==> src/rtl/mts_pkg.sv <==
// ---------------------------------------------------------------------------
// mts_pkg
// Operation and status codes of the min tracking stack.
// ---------------------------------------------------------------------------
package mts_pkg;

    localparam logic OP_PUSH = 1'b0;
    localparam logic OP_POP  = 1'b1;

    typedef enum logic [1:0] {
        ST_DONE  = 2'd0,
        ST_FULL  = 2'd1,
        ST_EMPTY = 2'd2
    } t_status;

    localparam int STATUS_W = 2;

endpackage

==> src/rtl/mts_ram.sv <==
// ---------------------------------------------------------------------------
// mts_ram
// Simple dual-port synchronous RAM, one write and one registered read port.
// ---------------------------------------------------------------------------
module mts_ram #(
    parameter int WIDTH = 32,
    parameter int DEPTH = 64
) (
    input  logic                     i_clk,
    input  logic                     i_we,
    input  logic [$clog2(DEPTH)-1:0] i_waddr,
    input  logic [WIDTH-1:0]         i_wdata,
    input  logic                     i_re,
    input  logic [$clog2(DEPTH)-1:0] i_raddr,
    output logic [WIDTH-1:0]         o_rdata
);

    logic [WIDTH-1:0] r_mem [DEPTH];
    logic [WIDTH-1:0] r_rdata;

    always_ff @(posedge i_clk) begin
        if (i_we) begin
            r_mem[i_waddr] <= i_wdata;
        end
        if (i_re) begin
            r_rdata <= r_mem[i_raddr];
        end
    end

    assign o_rdata = r_rdata;

endmodule

==> src/rtl/mts_ctrl.sv <==
// ---------------------------------------------------------------------------
// mts_ctrl
// Sequencer of the min tracking stack: counts, cached minimum, memory
// requests and the result register.
// ---------------------------------------------------------------------------
module mts_ctrl #(
    parameter int DATA_WIDTH  = 32,
    parameter int STACK_DEPTH = 64
) (
    input  logic                             i_clk,
    input  logic                             i_rst_n,
    // input word
    input  logic                             i_in_valid,
    output logic                             o_in_ready,
    input  logic                             i_operation,
    input  logic signed [DATA_WIDTH-1:0]     i_value,
    // result word
    output logic                             o_res_valid,
    input  logic                             i_res_ready,
    output logic signed [DATA_WIDTH-1:0]     o_min_value,
    output logic                             o_min_valid,
    output logic [$clog2(STACK_DEPTH+1)-1:0] o_fill_count,
    output logic [mts_pkg::STATUS_W-1:0]     o_status,
    // element memory
    output logic                             o_elem_we,
    output logic [$clog2(STACK_DEPTH)-1:0]   o_elem_waddr,
    output logic [DATA_WIDTH-1:0]            o_elem_wdata,
    output logic                             o_elem_re,
    output logic [$clog2(STACK_DEPTH)-1:0]   o_elem_raddr,
    input  logic [DATA_WIDTH-1:0]            i_elem_rdata,
    // minimum position memory
    output logic                             o_pos_we,
    output logic [$clog2(STACK_DEPTH)-1:0]   o_pos_waddr,
    output logic [$clog2(STACK_DEPTH)-1:0]   o_pos_wdata,
    output logic                             o_pos_re,
    output logic [$clog2(STACK_DEPTH)-1:0]   o_pos_raddr,
    input  logic [$clog2(STACK_DEPTH)-1:0]   i_pos_rdata
);

    import mts_pkg::*;

    localparam int AW = $clog2(STACK_DEPTH);
    localparam int CW = $clog2(STACK_DEPTH + 1);

    typedef enum logic [1:0] {
        S_IDLE,
        S_RD_POS,
        S_RD_ELEM,
        S_EMIT
    } t_state;

    t_state                  r_state;
    logic [CW-1:0]           r_count;
    logic [CW-1:0]           r_mcount;
    logic [AW-1:0]           r_min_pos;
    logic signed [DATA_WIDTH-1:0] r_min_val;
    t_status                 r_status;

    logic                    r_m_valid;
    logic signed [DATA_WIDTH-1:0] r_m_min;
    logic                    r_m_mvalid;
    logic [CW-1:0]           r_m_count;
    t_status                 r_m_status;

    logic          accept;
    logic          is_push;
    logic          full;
    logic          empty;
    logic          record;
    logic [CW-1:0] popped;
    logic          drop;
    logic          reread;
    logic [AW-1:0] mcount_m2;
    logic          out_free;
    logic          held;

    assign o_in_ready = (r_state == S_IDLE);
    assign accept     = i_in_valid && o_in_ready;
    assign is_push    = (i_operation == OP_PUSH);
    assign full       = (r_count == CW'(STACK_DEPTH));
    assign empty      = (r_count == '0);
    assign record     = (r_mcount == '0) || (i_value < r_min_val);
    assign popped     = r_count - CW'(1);
    assign drop       = (r_mcount != '0) && (r_min_pos == popped[AW-1:0]);
    // dropping a record that is not the last one exposes an older minimum
    assign reread     = drop && (r_mcount != CW'(1));
    assign mcount_m2  = r_mcount[AW-1:0] - AW'(2);
    assign out_free   = !r_m_valid || i_res_ready;
    assign held       = (r_count != '0) && (r_mcount != '0);

    assign o_elem_we    = accept && is_push && !full;
    assign o_elem_waddr = r_count[AW-1:0];
    assign o_elem_wdata = i_value;
    assign o_elem_re    = (r_state == S_RD_POS);
    assign o_elem_raddr = i_pos_rdata;

    assign o_pos_we    = accept && is_push && !full && record;
    assign o_pos_waddr = r_mcount[AW-1:0];
    assign o_pos_wdata = r_count[AW-1:0];
    assign o_pos_re    = accept && !is_push && !empty && reread;
    assign o_pos_raddr = mcount_m2;

    always_ff @(posedge i_clk) begin
        if (!i_rst_n) begin
            r_state   <= S_IDLE;
            r_count   <= '0;
            r_mcount  <= '0;
            r_m_valid <= 1'b0;
        end else begin
            if ((r_state == S_EMIT) && out_free) begin
                r_m_valid <= 1'b1;
            end else if (i_res_ready) begin
                r_m_valid <= 1'b0;
            end
            unique case (r_state)
                S_IDLE: begin
                    if (accept) begin
                        if (is_push) begin
                            r_state <= S_EMIT;
                            if (full) begin
                                r_status <= ST_FULL;
                            end else begin
                                r_status <= ST_DONE;
                                r_count  <= r_count + CW'(1);
                                if (record) begin
                                    r_mcount  <= r_mcount + CW'(1);
                                    r_min_pos <= r_count[AW-1:0];
                                    r_min_val <= i_value;
                                end
                            end
                        end else begin
                            if (empty) begin
                                r_state  <= S_EMIT;
                                r_status <= ST_EMPTY;
                            end else begin
                                r_status <= ST_DONE;
                                r_count  <= popped;
                                if (drop) begin
                                    r_mcount <= r_mcount - CW'(1);
                                end
                                r_state <= reread ? S_RD_POS : S_EMIT;
                            end
                        end
                    end
                end
                S_RD_POS: begin
                    // new top record is in; fetch the element it points at
                    r_min_pos <= i_pos_rdata;
                    r_state   <= S_RD_ELEM;
                end
                S_RD_ELEM: begin
                    r_min_val <= i_elem_rdata;
                    r_state   <= S_EMIT;
                end
                S_EMIT: begin
                    if (out_free) begin
                        r_m_min    <= held ? r_min_val : '0;
                        r_m_mvalid <= held;
                        r_m_count  <= r_count;
                        r_m_status <= r_status;
                        r_state    <= S_IDLE;
                    end
                end
                default: begin
                    r_state <= S_IDLE;
                end
            endcase
        end
    end

    assign o_res_valid  = r_m_valid;
    assign o_min_value  = r_m_min;
    assign o_min_valid  = r_m_mvalid;
    assign o_fill_count = r_m_count;
    assign o_status     = r_m_status;

endmodule

==> src/rtl/min_tracking_stack_unit.sv <==
// ---------------------------------------------------------------------------
// min_tracking_stack_unit
// Stack of signed words that reports its minimum after every push or pop.
//
// Channel   Dir  Fields (low bit up)
// s_axis    in   tdata: value; tuser: operation (0 push, 1 pop)
// m_axis    out  tdata: min_value, min_valid, fill_count, status
//
// Each word goes straight to the result step, except a pop that drops the
// current minimum record while an older one remains: it first reads the
// next minimum record from the position memory, then the element memory
// at that position. Reset clears the counts; memories need no clearing.
// A new word is taken while the previous result waits on m_axis; a stall
// there holds the block in its final step until the result moves.
// ---------------------------------------------------------------------------
module min_tracking_stack_unit #(
    parameter int DATA_WIDTH  = 32,
    parameter int STACK_DEPTH = 64
) (
    input  logic                                     i_clk,
    input  logic                                     i_rst_n,
    input  logic                                     i_s_axis_tvalid,
    output logic                                     o_s_axis_tready,
    // value
    input  logic [((DATA_WIDTH+7)/8)*8-1:0]          i_s_axis_tdata,
    // operation
    input  logic [0:0]                               i_s_axis_tuser,
    output logic                                     o_m_axis_tvalid,
    input  logic                                     i_m_axis_tready,
    // min_value, min_valid, fill_count, status
    output logic [((DATA_WIDTH+$clog2(STACK_DEPTH+1)+3+7)/8)*8-1:0] o_m_axis_tdata
);

    import mts_pkg::*;

    localparam int AW     = $clog2(STACK_DEPTH);
    localparam int CW     = $clog2(STACK_DEPTH + 1);
    localparam int OUT_W  = DATA_WIDTH + 1 + CW + STATUS_W;
    localparam int OUT_BW = ((OUT_W + 7) / 8) * 8;

    logic signed [DATA_WIDTH-1:0] min_value;
    logic                         min_valid;
    logic [CW-1:0]                fill_count;
    logic [STATUS_W-1:0]          status;

    logic                  elem_we;
    logic [AW-1:0]         elem_waddr;
    logic [DATA_WIDTH-1:0] elem_wdata;
    logic                  elem_re;
    logic [AW-1:0]         elem_raddr;
    logic [DATA_WIDTH-1:0] elem_rdata;
    logic                  pos_we;
    logic [AW-1:0]         pos_waddr;
    logic [AW-1:0]         pos_wdata;
    logic                  pos_re;
    logic [AW-1:0]         pos_raddr;
    logic [AW-1:0]         pos_rdata;

    mts_ctrl #(
        .DATA_WIDTH  (DATA_WIDTH),
        .STACK_DEPTH (STACK_DEPTH)
    ) u_ctrl (
        .i_clk        (i_clk),
        .i_rst_n      (i_rst_n),
        .i_in_valid   (i_s_axis_tvalid),
        .o_in_ready   (o_s_axis_tready),
        .i_operation  (i_s_axis_tuser[0]),
        .i_value      ($signed(i_s_axis_tdata[DATA_WIDTH-1:0])),
        .o_res_valid  (o_m_axis_tvalid),
        .i_res_ready  (i_m_axis_tready),
        .o_min_value  (min_value),
        .o_min_valid  (min_valid),
        .o_fill_count (fill_count),
        .o_status     (status),
        .o_elem_we    (elem_we),
        .o_elem_waddr (elem_waddr),
        .o_elem_wdata (elem_wdata),
        .o_elem_re    (elem_re),
        .o_elem_raddr (elem_raddr),
        .i_elem_rdata (elem_rdata),
        .o_pos_we     (pos_we),
        .o_pos_waddr  (pos_waddr),
        .o_pos_wdata  (pos_wdata),
        .o_pos_re     (pos_re),
        .o_pos_raddr  (pos_raddr),
        .i_pos_rdata  (pos_rdata)
    );

    mts_ram #(
        .WIDTH (DATA_WIDTH),
        .DEPTH (STACK_DEPTH)
    ) u_elem_ram (
        .i_clk   (i_clk),
        .i_we    (elem_we),
        .i_waddr (elem_waddr),
        .i_wdata (elem_wdata),
        .i_re    (elem_re),
        .i_raddr (elem_raddr),
        .o_rdata (elem_rdata)
    );

    mts_ram #(
        .WIDTH (AW),
        .DEPTH (STACK_DEPTH)
    ) u_pos_ram (
        .i_clk   (i_clk),
        .i_we    (pos_we),
        .i_waddr (pos_waddr),
        .i_wdata (pos_wdata),
        .i_re    (pos_re),
        .i_raddr (pos_raddr),
        .o_rdata (pos_rdata)
    );

    assign o_m_axis_tdata = {{(OUT_BW - OUT_W){1'b0}}, status, fill_count, min_valid,
                             min_value};

endmodule

==> config.mk <==
export PLATFORM = sky130hd
export DESIGN_NAME = min_tracking_stack_unit
export DESIGN_NICKNAME = d
export VERILOG_FILES = /design/src/rtl/mts_pkg.sv /design/src/rtl/mts_ram.sv /design/src/rtl/mts_ctrl.sv /design/src/rtl/min_tracking_stack_unit.sv
export SDC_FILE = /design/constraint.sdc
export NUM_CORES = 2
export LEC_CHECK = 0
export BUFFER_PORTS_ARGS = -buffer_cell sky130_fd_sc_hd__buf_2
export CAP_MARGIN = 20
export CORE_ASPECT_RATIO = 0.7
export CORE_UTILIZATION = 40
export DETAILED_ROUTE_END_ITERATION = 16
export REMOVE_ABC_BUFFERS = 1
export SYNTH_ARGS = -nofsm -noshare
export SYNTH_HDL_FRONTEND = slang
export SYNTH_SLANG_ARGS = --single-unit
==> constraint.sdc <==
create_clock -name i_clk -period 15.55 [get_ports i_clk]
set_input_delay 3.11 -clock i_clk [delete_from_list [all_inputs] [get_ports i_clk]]
set_output_delay 3.11 -clock i_clk [all_outputs]
set_load 0.05 [all_outputs]
==> impl_metrics.yaml <==
grt:
  grt_max_degree: 119
  grt_pass1_vias: 45482
  grt-ovfl-total: 0
  grt_first_pass_wirelength_um: 369900
  antenna_found_initial: 18
  grtUsageTotal_pct: 21.31
worst_setup_path:
  crit_required_ps: 16050
  path_max_fanout: 66
  critical_path_class: "input pin to flop"
  cp-end-kind: "flop"
  startpoint: "i_s_axis_tdata[2]"
  start_kind: "input pin"
  worstPathArrival_ps: 7440
  regToRegStartpoint: "u_pos_ram.o_rdata[0]"
clock_network:
  root_buffer: "clkbuf_16"
  post_cts_resized: 0
  clk_path_buf_depth: 4
  worstSkewPairLatency_ps: 880
  h-tree-depth: 4
  cts_buffers: 230
  cts_hold_buf: 0
  post_cts_buffers: 0
  cts.sinks: 2569
  clk_pin_slew_worst_paths_ps: 60
  cts_tree: "done"
routing:
  wirelength_um: 267600
  avgViaCountPerCell: 5.945
  drc: 0
  vias: 46837
  antenna_left: 0
  wire_per_inst_um: 33.96
  drt_iter0_markers: 7165
  first_pass_iters: 7
yosys:
  synthCells: 4158
  synthDistinctLibCells: 57
  synth-main-ff-cell: "edfxtp_1"
  synth_area_um2: 99210
  async_reset_ff_share_pct: 0
  avgSynthCellArea_um2: 23.86
  ys_seq_elements: 2569
  seq_area_frac_synth_pct: 77.59
  yosysWarnings: 0
  synth_edf_count: 2552
placed_design:
  dp_slack_ps: 7903
  port_buffers: 80
  place_inst: 7468
  place.gp.congestion: 0.8667
  dp_hpwl_um: 147000
worst_hold_path:
  holdCritStartpoint: "u_ctrl.r_status[1]"
  min_path_type: "flop to flop"
sta:
  setup_viol: 0
  finalHoldViolCount: 0
  post-route-period-util_pct: 44.62
  relSlewSlack_pct: 20.51
  final_max_slew_viol_count: 0
  fmax_mhz: 144.1
  whs_ps: 427.6
  finalCriticalPeriod_ps: 6939
  clock_skew_ps: 55.90
  fin_tns_setup_ps: 0
  worst_slew_pin_slew_ps: 1183
  rsz0062_at_grt: "false"
  layout_setup_ws_ps: 8611
power_and_ir_drop:
  p_leak_nw: 33.98
  pwr-share-comb_pct: 12.2
  power.density_nw_per_um2: 136.8
  switching_share_pct: 25.46
  irDropWorstVdd_mv: 0.1251
  internal-power_mw: 11.35
  p_switching_mw: 3.878
  p_seq_share_pct: 52.5
  clockPowerShare_pct: 35.3
layout:
  fin_cells: 7878
  fin_nets: 4479
  drive_gt1_share_pct: 31.92
  final_util_pct: 45.30
  areaGrowthSynthToFinish_pct: 12.27
die:
  die_h_um: 418.7
  coreArea_um2: 245900
  die_w_um: 597.2
  pin_count: 87
  rows: 152
  initial_core_util_pct: 40.34
  die_area_um2: 250000
job:
  max-cap-violations: 0
run_status:
  status: "completed"
## Yosys cell counts, drive strengths merged (4+ instances only)
cell type	n	area (um2)
nand2	58	217.7
nor4	4	31.28
nor2	155	581.8
mux2i	15	150.1
buf	105	538.0
nand4	4	25.02
or2	8	50.05
nand4b	7	61.31
xnor2	10	87.58
inv	43	161.4
nand3b	5	37.54
nor2b	10	62.56
edfxtp	2552	76630
o21ai	24	120.1
ha	45	563.0
o211ai	4	30.03
mux2	45	506.7
dfxtp	17	340.3
nor3	36	185.2
mux4	784	17660
a211oi	11	87.58
or3	7	43.79
clkbuf	124	465.5
a21oi	24	120.1
nand3	18	90.09
xor2	10	87.58
## worst paths after layout
| kind | depth (start not counted) | end | slack [ps] |
|---|---|---|---|
| min | 0 | u_ctrl.o_status[1] | 430 |
| max | 12 | u_pos_ram.r_mem[22][5] | 8610 |
| max reg2reg | 9 | u_elem_ram.o_rdata[29] | 10160 |
| min reg2reg | 0 | u_ctrl.o_status[1] | 430 |
## per-layer routing
| layer | vias up | GRT usage [%] | wire (um) |
|---|---|---|---|
| met5 | - | 0.4629 | 190 |
| met4 | 6 | 3.937 | 4452 |
| met3 | 301 | 6.461 | 32110 |
| met2 | 2594 | 29.76 | 113900 |
| met1 | 25687 | 32.99 | 117000 |
| li1 | 18249 | - | - |
## registers in the layout (all words and copies together), names as in the netlist
name	count
u_elem_ram.o_rdata	32
u_ctrl.r_status	2
u_ctrl.o_res_valid	1
u_pos_ram.r_mem	384
u_ctrl.o_fill_count	7
u_elem_ram.r_mem	2048
u_ctrl.o_min_value	32
u_ctrl.o_min_valid	1
u_ctrl.r_count	7
u_ctrl.o_status	2
u_pos_ram.o_rdata	6
u_ctrl.r_min_pos	6
u_ctrl.r_min_val	32
u_ctrl.r_mcount	7
u_ctrl.r_state	2
## worst max-delay path, stage by stage
cell and delay, ps:
buf_2 70, buf_4 530, ha_1 370, a211oi_1 250, o21ai_0 160, a41oi_1 510, o41ai_1 160, a31o_2 340
a211oi_2 190, buf_4 330, nand4bb_1 630, nor2_1 650
## through the flow
stage / area [um2] / power [mW]
2_1_floorplan: 98220 / 9.139
3_3_place_gp: 104500 / 9.925
3_5_place_dp: 104500 / 9.945
4_1_cts: 111300 / 15.25
5_1_grt: 111400 / 15.66
6_report: 111400 / 15.23
## placed cells by master (no fill, tap or decap), types with 4 or more instances in the layout
cell type / netlist / layout
edfxtp_1: 2552 / 2552
mux4_2: 784 / 784
clkbuf_16: 0 / 230
buf_4: 13 / 139
nor2_1: 155 / 91
buf_2: 64 / 80
nor2_4: 0 / 64
nand2_1: 58 / 58
clkbuf_1: 124 / 47
clkinv_1: 0 / 46
clkinv_2: 0 / 46
mux2_2: 45 / 45
inv_1: 43 / 43
ha_1: 45 / 43
nor3_1: 35 / 34
o21ai_0: 24 / 24
a21oi_1: 24 / 24
nand3_1: 18 / 18
mux2i_1: 15 / 15
bufinv_16: 0 / 11
nor2b_1: 10 / 10
a211oi_1: 10 / 10
xor2_1: 10 / 9
xnor2_1: 10 / 9
dfxtp_1: 17 / 9
or3_1: 7 / 7
or2_2: 7 / 7
nand4b_1: 7 / 7
clkinvlp_4: 0 / 7
buf_12: 0 / 7
conb_1: 1 / 6
inv_6: 0 / 6
dfxtp_2: 0 / 6
diode_2: 0 / 5
nand3b_1: 5 / 5
nand4_1: 4 / 4
o211ai_1: 4 / 4
## cell type report
type | count | area [um2]
multi-input combinational | 1322 | 21620
tap | 3311 | 4143
sequential | 2569 | 76990
antenna | 5 | 12.51
clock inverter | 120 | 880.8
timing repair buffer | 231 | 1649
fill | 20183 | 134500
inverter | 43 | 161.4
clock buffer | 277 | 5932
## cell families (layout without fill, tap and decap cells)
family                   count (synthesis)  in the layout  synth area share [%]
multiplexers                           844            844                 18.46
flip-flops                            2569           2569                 77.59
other                                    1             11              0.003780
buffers and inverters                  272            671                 1.174
adder cells (fa/ha/maj)                 45             45                0.5675
XOR/XNOR                                20             20                0.1766
AND/OR/NAND/NOR                        327            327                 1.519
AO/OA/AOI/OAI                           80             80                0.5096
## power groups by stage
stage	logic, mW	registers (mW)	clock network [mW]
floorplan	0.906	8.23	0
global placement	1.78	8.14	0
detailed placement	1.80	8.14	0
CTS	1.81	7.99	5.45
global route	1.95	8.00	5.71
finish	1.86	8.00	5.38
No activity file was read; power rests on OpenSTA's default activity.
